## src/rtl/tst_pkg.sv

```systemverilog
// ---------------------------------------------------------------------------
// tst_pkg: shared types and constants of the timed setting table
// Request kinds, status codes, fixed field widths and pass control structs.
// ---------------------------------------------------------------------------
package tst_pkg;

  // fixed field widths of the request and result
  localparam int KIND_W    = 2;
  localparam int TICK_IN_W = 24;
  localparam int SET_W     = 5;
  localparam int SPAN_W    = 24;
  localparam int STATUS_W  = 2;
  localparam int COUNT_W   = 7;

  // request kinds
  typedef enum logic [KIND_W-1:0] {
    KIND_LOOKUP = 2'd0,
    KIND_SET    = 2'd1,
    KIND_INSERT = 2'd2,
    KIND_REMOVE = 2'd3
  } kind_t;

  // result status codes
  localparam logic [STATUS_W-1:0] STATUS_OK   = 2'd0;
  localparam logic [STATUS_W-1:0] STATUS_FULL = 2'd1;
  localparam logic [STATUS_W-1:0] STATUS_DROP = 2'd2;

  // progress of one pass over the table
  typedef struct packed {
    logic placed;   // set position reached
    logic dedup;    // still dropping entries equal to the new setting
    logic refused;  // set refused, table full
    logic ovf;      // an entry was shifted past the tick range
  } pass_flags_t;

  // what one entry of the pass turns into
  typedef struct packed {
    logic front;     // new set entry goes out ahead of this entry
    logic cand_vld;  // this entry is kept
    logic found_vld; // lookup: this entry is at or before the tick
  } xform_ctl_t;

endpackage

```

## src/rtl/tst_xform.sv

```systemverilog
// ---------------------------------------------------------------------------
// tst_xform: per-entry decision of the table pass
// Decides for one stored entry whether it is kept, moved, replaced or
// dropped, and whether a new set entry goes out in front of it.
// ---------------------------------------------------------------------------
module tst_xform
  import tst_pkg::*;
#(
  parameter int TICK_BITS = 24
) (
  input  kind_t                kind,
  input  logic [TICK_BITS-1:0] t,
  input  logic [SET_W-1:0]     s,
  input  logic [SPAN_W-1:0]    len,
  input  logic                 full,
  input  logic [TICK_BITS-1:0] et,
  input  logic [SET_W-1:0]     es,
  input  pass_flags_t          flags_in,
  output pass_flags_t          flags_out,
  output xform_ctl_t           ctl,
  output logic [TICK_BITS-1:0] cand_t
);

  localparam int SUM_W = ((TICK_BITS > SPAN_W) ? TICK_BITS : SPAN_W) + 1;
  localparam logic [SUM_W-1:0] TICK_MAX = SUM_W'((64'd1 << TICK_BITS) - 64'd1);

  logic [SUM_W-1:0] et_w;
  logic [SUM_W-1:0] t_w;
  logic [SUM_W-1:0] len_w;
  logic [SUM_W-1:0] end_w;
  logic [SUM_W-1:0] nsum;
  logic             ge_t;
  logic             active;

  // widened operands for shift arithmetic
  assign et_w   = SUM_W'(et);
  assign t_w    = SUM_W'(t);
  assign len_w  = SUM_W'(len);
  assign end_w  = t_w + len_w;
  assign nsum   = et_w + len_w;
  assign ge_t   = (et >= t);
  assign active = (t != '0) && (len != '0);

  // entry decision
  always_comb begin
    flags_out     = flags_in;
    ctl.front     = 1'b0;
    ctl.cand_vld  = 1'b1;
    ctl.found_vld = 1'b0;
    cand_t        = et;
    case (kind)
      KIND_LOOKUP: begin
        ctl.found_vld = (et <= t);
      end
      KIND_SET: begin
        if (!flags_in.placed && ge_t) begin
          flags_out.placed = 1'b1;
          if (et == t) begin
            // overwrite in place, old entry consumed
            ctl.front       = 1'b1;
            ctl.cand_vld    = 1'b0;
            flags_out.dedup = 1'b1;
          end else if (full) begin
            flags_out.refused = 1'b1;
          end else begin
            // new entry goes in ahead of this one
            ctl.front = 1'b1;
            if (es == s) begin
              ctl.cand_vld    = 1'b0;
              flags_out.dedup = 1'b1;
            end
          end
        end else if (flags_in.dedup) begin
          if (es == s) begin
            ctl.cand_vld = 1'b0;
          end else begin
            flags_out.dedup = 1'b0;
          end
        end
      end
      KIND_INSERT: begin
        if (active && ge_t) begin
          if (nsum > TICK_MAX) begin
            ctl.cand_vld  = 1'b0;
            flags_out.ovf = 1'b1;
          end else begin
            cand_t = TICK_BITS'(nsum);
          end
        end
      end
      KIND_REMOVE: begin
        if (active && ge_t) begin
          if (et_w < end_w) begin
            ctl.cand_vld = 1'b0;
          end else begin
            cand_t = TICK_BITS'(et_w - len_w);
          end
        end
      end
      default: begin
        ctl.cand_vld = 1'b1;
      end
    endcase
  end

endmodule

```

## src/rtl/timed_setting_table.sv

```systemverilog
// ---------------------------------------------------------------------------
// timed_setting_table: time-sorted table of settings with set, lookup and shifts
// One request at a time: the next accept comes in the cycle after the result
// loads, and a result still waiting on out_tready holds the next one back. Cost
// set by one pass over the entry memory (one read, at most one write a cycle).
// Reset: rst_n synchronous, empties the table; entry memory is not cleared.
// ---------------------------------------------------------------------------
module timed_setting_table
  import tst_pkg::*;
#(
  parameter int ENTRIES   = 64,
  parameter int TICK_BITS = 24
) (
  input  logic                 clk,
  input  logic                 rst_n,
  // request channel
  input  logic                 in_tvalid,
  output logic                 in_tready,
  input  logic [55:0]          in_tdata,  // tick[23:0], clef_index[28:24], span[52:29]
  input  logic [KIND_W-1:0]    in_tuser,  // kind[1:0]
  // result channel
  output logic                 out_tvalid,
  input  logic                 out_tready,
  output logic [15:0]          out_tdata  // setting[4:0], status[6:5], entry_count[13:7]
);

  localparam int IDX_W = $clog2(ENTRIES);
  localparam int CNT_W = $clog2(ENTRIES + 1);
  localparam int ENT_W = TICK_BITS + SET_W;

  typedef enum logic [3:0] {
    ST_IDLE  = 4'b0001,
    ST_PASS  = 4'b0010,
    ST_FLUSH = 4'b0100,
    ST_DONE  = 4'b1000
  } state_t;

  state_t                state_r, state_nxt;
  kind_t                 kind_r;
  logic [TICK_BITS-1:0]  t_r;
  logic [SET_W-1:0]      s_r;
  logic [SPAN_W-1:0]     len_r;
  logic [CNT_W-1:0]      used_r, used_nxt;
  logic [CNT_W-1:0]      rd_idx_r;
  logic                  dv_r;
  logic [CNT_W-1:0]      wr_r, wr_nxt;
  pass_flags_t           flags_r, flags_nxt;
  logic                  carry_vld_r, carry_vld_nxt;
  logic [ENT_W-1:0]      carry_r, carry_nxt;
  logic [SET_W-1:0]      found_r;
  logic [STATUS_W-1:0]   status_r, status_nxt;
  logic                  out_valid_r;
  logic [SET_W-1:0]      out_setting_r;
  logic [STATUS_W-1:0]   out_status_r;
  logic [COUNT_W-1:0]    out_count_r;

  logic [ENT_W-1:0]      mem [ENTRIES];
  logic [ENT_W-1:0]      rd_data_r;
  logic                  rd_en;
  logic                  mem_we;
  logic [ENT_W-1:0]      mem_wd;

  logic [TICK_BITS-1:0]  et;
  logic [SET_W-1:0]      es;
  logic [TICK_BITS-1:0]  cand_t;
  pass_flags_t           x_flags;
  xform_ctl_t            x_ctl;
  logic                  full;
  logic                  in_acc;
  logic                  out_load;

  assign in_tready = (state_r == ST_IDLE);
  assign in_acc    = in_tvalid && in_tready;
  assign full      = (used_r == CNT_W'(ENTRIES));
  assign rd_en     = (state_r == ST_PASS) && (rd_idx_r < used_r);
  assign et        = rd_data_r[ENT_W-1:SET_W];
  assign es        = rd_data_r[SET_W-1:0];
  assign out_load  = (state_r == ST_DONE) && (!out_valid_r || out_tready);

  // entry memory, registered read
  always_ff @(posedge clk) begin
    if (mem_we) begin
      mem[wr_r[IDX_W-1:0]] <= mem_wd;
    end
    if (rd_en) begin
      rd_data_r <= mem[rd_idx_r[IDX_W-1:0]];
    end
  end

  // per-entry decision
  tst_xform #(
    .TICK_BITS (TICK_BITS)
  ) u_xform (
    .kind      (kind_r),
    .t         (t_r),
    .s         (s_r),
    .len       (len_r),
    .full      (full),
    .et        (et),
    .es        (es),
    .flags_in  (flags_r),
    .flags_out (x_flags),
    .ctl       (x_ctl),
    .cand_t    (cand_t)
  );

  // write-back with one-entry carry for insertion
  always_comb begin
    mem_we        = 1'b0;
    mem_wd        = '0;
    carry_vld_nxt = carry_vld_r;
    carry_nxt     = carry_r;
    flags_nxt     = flags_r;
    if ((state_r == ST_PASS) && dv_r) begin
      flags_nxt = x_flags;
      if (x_ctl.front) begin
        mem_we = 1'b1;
        mem_wd = {t_r, s_r};
        if (x_ctl.cand_vld) begin
          carry_vld_nxt = 1'b1;
          carry_nxt     = {cand_t, es};
        end
      end else if (x_ctl.cand_vld) begin
        mem_we = 1'b1;
        if (carry_vld_r) begin
          mem_wd    = carry_r;
          carry_nxt = {cand_t, es};
        end else begin
          mem_wd = {cand_t, es};
        end
      end else if (carry_vld_r) begin
        mem_we        = 1'b1;
        mem_wd        = carry_r;
        carry_vld_nxt = 1'b0;
      end
    end else if (state_r == ST_FLUSH) begin
      if (carry_vld_r) begin
        mem_we        = 1'b1;
        mem_wd        = carry_r;
        carry_vld_nxt = 1'b0;
      end else if ((kind_r == KIND_SET) && !flags_r.placed && !full) begin
        mem_we = 1'b1;
        mem_wd = {t_r, s_r};
      end
    end
    wr_nxt = mem_we ? (wr_r + CNT_W'(1)) : wr_r;
  end

  // status of the finished pass
  always_comb begin
    status_nxt = STATUS_OK;
    case (kind_r)
      KIND_SET: begin
        if (flags_r.refused || (!flags_r.placed && full)) begin
          status_nxt = STATUS_FULL;
        end
      end
      KIND_INSERT: begin
        if (flags_r.ovf) begin
          status_nxt = STATUS_DROP;
        end
      end
      default: begin
        status_nxt = STATUS_OK;
      end
    endcase
  end

  // sequencer
  always_comb begin
    state_nxt = state_r;
    used_nxt  = used_r;
    case (state_r)
      ST_IDLE: begin
        if (in_acc) begin
          state_nxt = ST_PASS;
        end
      end
      ST_PASS: begin
        if (!rd_en && !dv_r) begin
          state_nxt = ST_FLUSH;
        end
      end
      ST_FLUSH: begin
        used_nxt  = wr_nxt;
        state_nxt = ST_DONE;
      end
      ST_DONE: begin
        if (out_load) begin
          state_nxt = ST_IDLE;
        end
      end
      default: begin
        state_nxt = ST_IDLE;
      end
    endcase
  end

  // control registers
  always_ff @(posedge clk) begin
    if (!rst_n) begin
      state_r     <= ST_IDLE;
      used_r      <= '0;
      rd_idx_r    <= '0;
      dv_r        <= 1'b0;
      wr_r        <= '0;
      flags_r     <= '0;
      carry_vld_r <= 1'b0;
      out_valid_r <= 1'b0;
    end else begin
      state_r     <= state_nxt;
      used_r      <= used_nxt;
      if (in_acc) begin
        rd_idx_r    <= '0;
        dv_r        <= 1'b0;
        wr_r        <= '0;
        flags_r     <= '0;
        carry_vld_r <= 1'b0;
      end else begin
        rd_idx_r    <= rd_en ? (rd_idx_r + CNT_W'(1)) : rd_idx_r;
        dv_r        <= rd_en;
        wr_r        <= wr_nxt;
        flags_r     <= flags_nxt;
        carry_vld_r <= carry_vld_nxt;
      end
      if (out_load) begin
        out_valid_r <= 1'b1;
      end else if (out_tready) begin
        out_valid_r <= 1'b0;
      end
    end
  end

  // request fields, carry data, lookup answer and result payload
  always_ff @(posedge clk) begin
    if (in_acc) begin
      kind_r  <= kind_t'(in_tuser);
      t_r     <= TICK_BITS'(in_tdata[23:0]);
      s_r     <= in_tdata[28:24];
      len_r   <= in_tdata[52:29];
      found_r <= '0;
    end else if ((state_r == ST_PASS) && dv_r && x_ctl.found_vld) begin
      found_r <= es;
    end
    carry_r <= carry_nxt;
    if (state_r == ST_FLUSH) begin
      status_r <= status_nxt;
    end
    if (out_load) begin
      out_setting_r <= (kind_r == KIND_LOOKUP) ? found_r : '0;
      out_status_r  <= status_r;
      out_count_r   <= COUNT_W'(used_r);
    end
  end

  assign out_tvalid = out_valid_r;
  assign out_tdata  = {2'b00, out_count_r, out_status_r, out_setting_r};

`ifndef SYNTHESIS
  // a write never lands on an entry not yet read
  a_no_clobber: assert property (@(posedge clk) disable iff (!rst_n)
    ((state_r == ST_PASS) && mem_we) |-> (wr_r < rd_idx_r))
    else $error("pass write overtakes read");

  // entry count stays within the table
  a_used_range: assert property (@(posedge clk) disable iff (!rst_n)
    used_r <= CNT_W'(ENTRIES))
    else $error("entry count beyond table size");

  // carried entry only exists behind a placed set entry
  a_carry_set: assert property (@(posedge clk) disable iff (!rst_n)
    carry_vld_r |-> (flags_r.placed && (kind_r == KIND_SET)))
    else $error("carry without set insertion");

  // a lookup leaves the entry count unchanged
  a_lookup_count: assert property (@(posedge clk) disable iff (!rst_n)
    ((state_r == ST_FLUSH) && (kind_r == KIND_LOOKUP)) |=> (used_r == $past(used_r)))
    else $error("lookup changed entry count");
`endif

endmodule
```

## config.mk

```make
export PLATFORM = sky130hd
export DESIGN_NAME = timed_setting_table
export DESIGN_NICKNAME = d
export VERILOG_FILES = /design/src/rtl/tst_pkg.sv /design/src/rtl/tst_xform.sv /design/src/rtl/timed_setting_table.sv
export SDC_FILE = /design/constraint.sdc
export NUM_CORES = 2
export LEC_CHECK = 0
export ABC_AREA = 1
export BUFFER_PORTS_ARGS = -buffer_cell sky130_fd_sc_hd__buf_2
export CAP_MARGIN = 20
export CELL_PAD_IN_SITES_DETAIL_PLACEMENT = 1
export CELL_PAD_IN_SITES_GLOBAL_PLACEMENT = 2
export CORE_UTILIZATION = 30
export DETAILED_ROUTE_END_ITERATION = 10
export PLACE_DENSITY_LB_ADDON = 0.1
export SLEW_MARGIN = 30
export SYNTH_ARGS = -nofsm -noshare
export SYNTH_HDL_FRONTEND = slang
export SYNTH_HIERARCHICAL = 1
export SYNTH_SLANG_ARGS = --single-unit
export TNS_END_PERCENT = 5
```

## constraint.sdc

```tcl
create_clock -name clk -period 6.1 [get_ports clk]
set_clock_uncertainty 0.05 [all_clocks]
set_input_delay 1.22 -clock clk [delete_from_list [all_inputs] [get_ports clk]]
set_output_delay 1.22 -clock clk [all_outputs]
set_load 0.01 [all_outputs]
```

== Word-level counts from Yosys, hierarchy flattened ==
Memory sizes are Yosys's and may differ from the RTL's. A register that Yosys moved wholly into a read port is not among the register bits.
Cells that the tools add are included.
W data, S select, Z words.

* Register bits after elaboration: 137
* Bits in latches: 0
* Memory bits (writable): 1856
* Bits in read-only memories: 0
* Input port bits: 62
* Output and inout bits: 18
* Memories kept: 1

* Add/sub/neg operators: 5
* $mul: 0
* Div/mod/pow operators: 0
* $lt $le $gt $ge: 5
* Eq/ne operators: 17
* Shift-type cells: 0
* Muxes and demuxes: 60
* Bitwise operators: 2
* Reduce and logical (&&, ||, !) cells: 33

{| class="wikitable"
|+ Memory list
! memory !! words !! bits a word !! read ports !! clocked after memory_dff !! write ports !! RTL line !! source
|-
| mem || 64 || 29 || 1 || 1 || 1 || timed_setting_table.sv:57 || <nowiki>logic [ENT_W-1:0] mem [ENTRIES];</nowiki>
|}

{| class="wikitable"
|+ Operator list
! kind !! number
|-
| $mux W29 || 12
|-
| $mux W24 || 4
|-
| $add A24 B24 Y25 || 2
|-
| $pmux W24 S2 || 1
|-
| $reduce_bool A24 Y1 || 2
|-
| $mux W1 || 33
|-
| $gt A25 B24 Y1 const B || 1
|-
| $lt A24 B25 Y1 || 1
|-
| $eq A24 B24 Y1 || 1
|-
| $ge A24 B24 Y1 || 1
|-
| $le A24 B24 Y1 || 1
|-
| $sub A24 B24 Y24 || 1
|-
| $pmux W4 S4 || 1
|-
| $add A7 B1 Y7 const B || 2
|-
| $logic_and A1 B1 Y1 || 12
|-
| $mux W4 || 3
|-
| $reduce_and A3 Y1 || 4
|-
| $ne A3 B3 Y1 const B || 3
|-
| $reduce_and A4 Y1 || 2
|-
| $eq A7 B7 Y1 const B || 1
|-
| $lt A7 B7 Y1 || 1
|-
| $mux W7 || 1
|-
| $mux W2 || 3
|-
| $reduce_bool A2 Y1 || 3
|-
| other kinds (18) || 26
|}

== Longest topological paths before layout ==
* Depth after elaboration: 11
* Gate-level depth with buffers: 29
* Mapped depth without buffers: 27

== Cells and area by module ==
Netlist, hierarchy kept.

{| class="wikitable"
|+ By module, submodules not included
! module !! instances !! cells each !! area an instance (sq um) !! sequential area each (sq um)
|-
| timed_setting_table || 1 || 7572 || 83782.9 || 60347.9
|-
| tst_xform || 1 || 1150 || 6462.4 || 0.0
|}

== Least setup slack after synthesis ==
OpenSTA, ideal clock, no wires.

* Path kind: reg-to-reg
* From: reg t_r[0]
* To: mem mem[7][0] (netlist bit), enable pin
* Arrival time: 5.987 ns
* Path slack: -0.395 ns
* Stages on the path, launching flop included: 26
* Clock period less this slack: 6.495 ns
* Path through: edfxtp_1 -> ha_1 -> fa_1 -> nand3_1 -> nand2_1 -> nand2_1 -> nand2_2 -> a21oi_1 -> o21ai_1 -> a21oi_1 -> o21ai_1 -> xnor2_1 -> ha_1 -> nand2_1 -> nor2_1 -> a211oi_1 -> nor3_1 -> nor2_2 -> nand3_2 -> buf_2 -> o21ai_1 -> nand2_1 -> o31ai_2 -> nand2_2 -> nand2_1 -> nor3b_1

{| class="wikitable"
|+ RTL lines
! item !! RTL line !! source
|-
| start, declared || timed_setting_table.sv:40 || <nowiki>logic [TICK_BITS-1:0] t_r;</nowiki>
|-
| start signal, assigned || timed_setting_table.sv:238 || <nowiki>t_r <= TICK_BITS'(in_tdata[23:0]);</nowiki>
|-
| end, declared || timed_setting_table.sv:57 ||
|}

==> flow_summary.json <==
{
  "critPathArrivalTime_ns": 6.29,
  "tightest_slew_ns": 1.039,
  "drt_wl_total_microns": 331900,
  "power_leakage_nw": 40.12,
  "yosys.area_share.adder_pct": 1.855,
  "ys_warn_count": 6,
  "maxSlewHeadroom_pct": 30.73,
  "crit_start": "t_r[0]",
  "cts_buffers": 234,
  "overflow": 0,
  "clock_latency_ns": 0.92,
  "critPathMaxFanout": 11,
  "final_cell_mix": "nand2_1, edfxtp_1, nand3_1",
  "ys_types": 55,
  "gp_congestion": 0.7996,
  "period_minus_slack_ns": 5.738,
  "crit_buf_inv": 4,
  "synth_compound_area_share_pct": 5.102,
  "grt_pass1_vias": 65760,
  "rows": 201,
  "avgViaCountPerCell": 4.876,
  "hold_viol_final": 0,
  "clk_pin_slew_ns": 0.06,
  "ioPinCount": 80,
  "slew_violations": 0,
  "yosys.area_share.simple_pct": 19.76,
  "die_h_microns": 550.5,
  "path_delay_family": "simple AND/OR/NAND/NOR gates",
  "clock-root-buffer": "clkbuf_16",
  "synthMuxAreaShare_pct": 0,
  "cpPeakStageDelay_ns": 0.48,
  "area_growth_pct": 17.16,
  "drc": 0,
  "worst-setup-path-type": "flip-flop to flip-flop",
  "synth_edf_count": 1985,
  "ys_ff_latch": 2022,
  "synth_top_family_by_area": "simple AND/OR/NAND/NOR gates",
  "cp_common_cell": "nand2_1",
  "cp.required_ns": 6.65,
  "grt_pass1_wl_microns": 478300,
  "r2r-start": "t_r[0]",
  "min-delay-start": "status_r[1]",
  "dp_cells": 12580,
  "fin_hold_ws_ns": 0.3730,
  "vias": 63510,
  "syn_avg_cell_area_sq_um": 10.35,
  "critPathCaptureType": "flip-flop",
  "grt_start_max_net_pins": 154,
  "initial_core_util_pct": 30.13,
  "final_common_cell": "nand2_1",
  "finish.utilization_pct": 35.30,
  "fmaxAchievable_mhz": 174.3,
  "drtAntennaViolNets": 0,
  "die_area_sq_mm": 0.3030,
  "place_hpwl_microns": 202800,
  "finalSetupViolCount": 0,
  "cts_max_path_buffers": 4,
  "worstSetupStartpointType": "flip-flop",
  "cts.sinks": 2022,
  "async_reset_ff_share_pct": 0,
  "drt_iter0_drc": 4070,
  "synth_cells": 8722,
  "period_share_pct": 94.07,
  "nNetsFinal": 9059,
  "synth_xor_area_share_pct": 0.7473,
  "cpMaxStageDelayCell": "nor2_4",
  "grt_use_total_pct": 21.79,
  "maxCapViolCount": 0,
  "htree_num_levels": 4,
  "synth_sequential_area_ratio_pct": 66.87,
  "io_buffers": 74,
  "status": "finished, final reports clean",
  "peakVddDrop_v": 0.0002469,
  "powerDensity_mw_per_mm2": 290.5,
  "antenna_found_initial": 26,
  "hold_path_class": "flip-flop to flip-flop",
  "drt_pass1_iterations": 5,
  "layout-drive-gt1-share_pct": 9.196,
  "synth_area_sq_mm": 0.09025,
  "cts_tree": "yes",
  "core_sq_mm": 0.2995,
  "die_w_microns": 550.5,
  "wire_per_inst_microns": 25.48,
  "grt_setup_unrepaired": "false",
  "final_cell_count_no_fill": 13030,
  "ys.flop_type": "edfxtp_1"
}
[worst reg2reg max path, delay by kind of cell, from the launching register on]
| kind | cells | cell delay, ns |
|---|---|---|
| compound gates | 7 | 0.99 |
| xor+xnor | 1 | 0.15 |
| fa+ha+maj | 3 | 0.97 |
| buf+inv | 4 | 0.87 |
| flops | 1 | 0.41 |
| simple gates | 13 | 2.00 |
[metrics by stage]
step	total power [W]	setup TNS, ns	cell area, sq um	setup WS [ns]
global route	0.03177	0	105700	0.03759
finish	0.03071	0	105700	0.3616
global placement	0.01723	0	98140	0.1740
CTS	0.03113	0	105700	0.1965
detailed placement	0.01721	0	98290	0.2577
floorplan	0.01656	-22.96	90250	-0.3522
[cell families (layout without fill, tap and decap cells)]
family / after synthesis / count (layout)
other cells: 1 / 11
compound gates: 864 / 864
buf+inv: 1261 / 1596
xor+xnor: 77 / 77
fa+ha+maj: 132 / 132
flops: 2022 / 2022
simple gates: 4365 / 4365
[cell usage after synthesis, types with 33 or more instances]
master / count / area share, %
nand2_1: 2397 / 10
edfxtp_1: 1985 / 66
nand3_1: 945 / 5.2
nor2_1: 918 / 3.8
inv_1: 783 / 3.3
o21ai_0: 499 / 2.8
a21oi_1: 213 / 1.2
clkbuf_1: 210 / 0.87
buf_2: 140 / 0.78
ha_1: 129 / 1.8
buf_1: 70 / 0.29
xor2_1: 60 / 0.58
o211ai_1: 41 / 0.34
dfxtp_1: 37 / 0.82
o21ai_1: 34 / 0.19
a31oi_1: 33 / 0.23
[what timing repair did]
item                                    in CTS  in global routing
gates resized for setup                      0                  1
buffers inserted                             0                  5
hold buffers                                 0                  0
endpoints found under the setup margin       0                 53
[state kept, by name, summed over array words and instances, names as in the netlist, 2 cells and up]
name           cells
rd_data_r         29
flags_r            4
status_r           2
out_count_r        7
used_r             7
kind_r             2
s_r                5
rd_idx_r           7
state_r            4
out_setting_r      5
len_r             24
wr_r               7
mem             1856
out_status_r       2
found_r            5
carry_r           29
t_r               24
[final cells by class]
cell class / instances / area [sq um]
antenna: 9 / 22.52
clock buffer: 296 / 6237
clock inverter: 133 / 1119
fill: 32720 / 193800
inverter: 807 / 3067
multi-input combinational: 5440 / 25420
sequential: 2022 / 60360
tap: 3958 / 4952
timing repair buffer: 360 / 4552
[routing by layer]
metal  vias to the layer above  GRT usage, %  routed length, microns
met5                         -             0                       0
met4                         0         5.731                    9216
met3                       353         2.345                   11570
met2                       955         36.41                  156600
met1                     32540         30.02                  154500
li1                      29670             -                       -
[where the power goes]
group,internal [W],total [W],switching [W]
clock,0.00797,0.0138,0.00582
combinational,0.000528,0.00172,0.00120
sequential,0.0151,0.0152,0.0000792
[final timing paths]
kind                          end  slack, ns  cells past startpoint
setup / recovery       mem[54][9]       0.36                     28
hold / removal    out_status_r[1]       0.37                      0
setup reg to reg       mem[54][9]       0.36                     28
hold reg to reg   out_status_r[1]       0.37                      0
No activity file was read; power rests on OpenSTA's default activity.
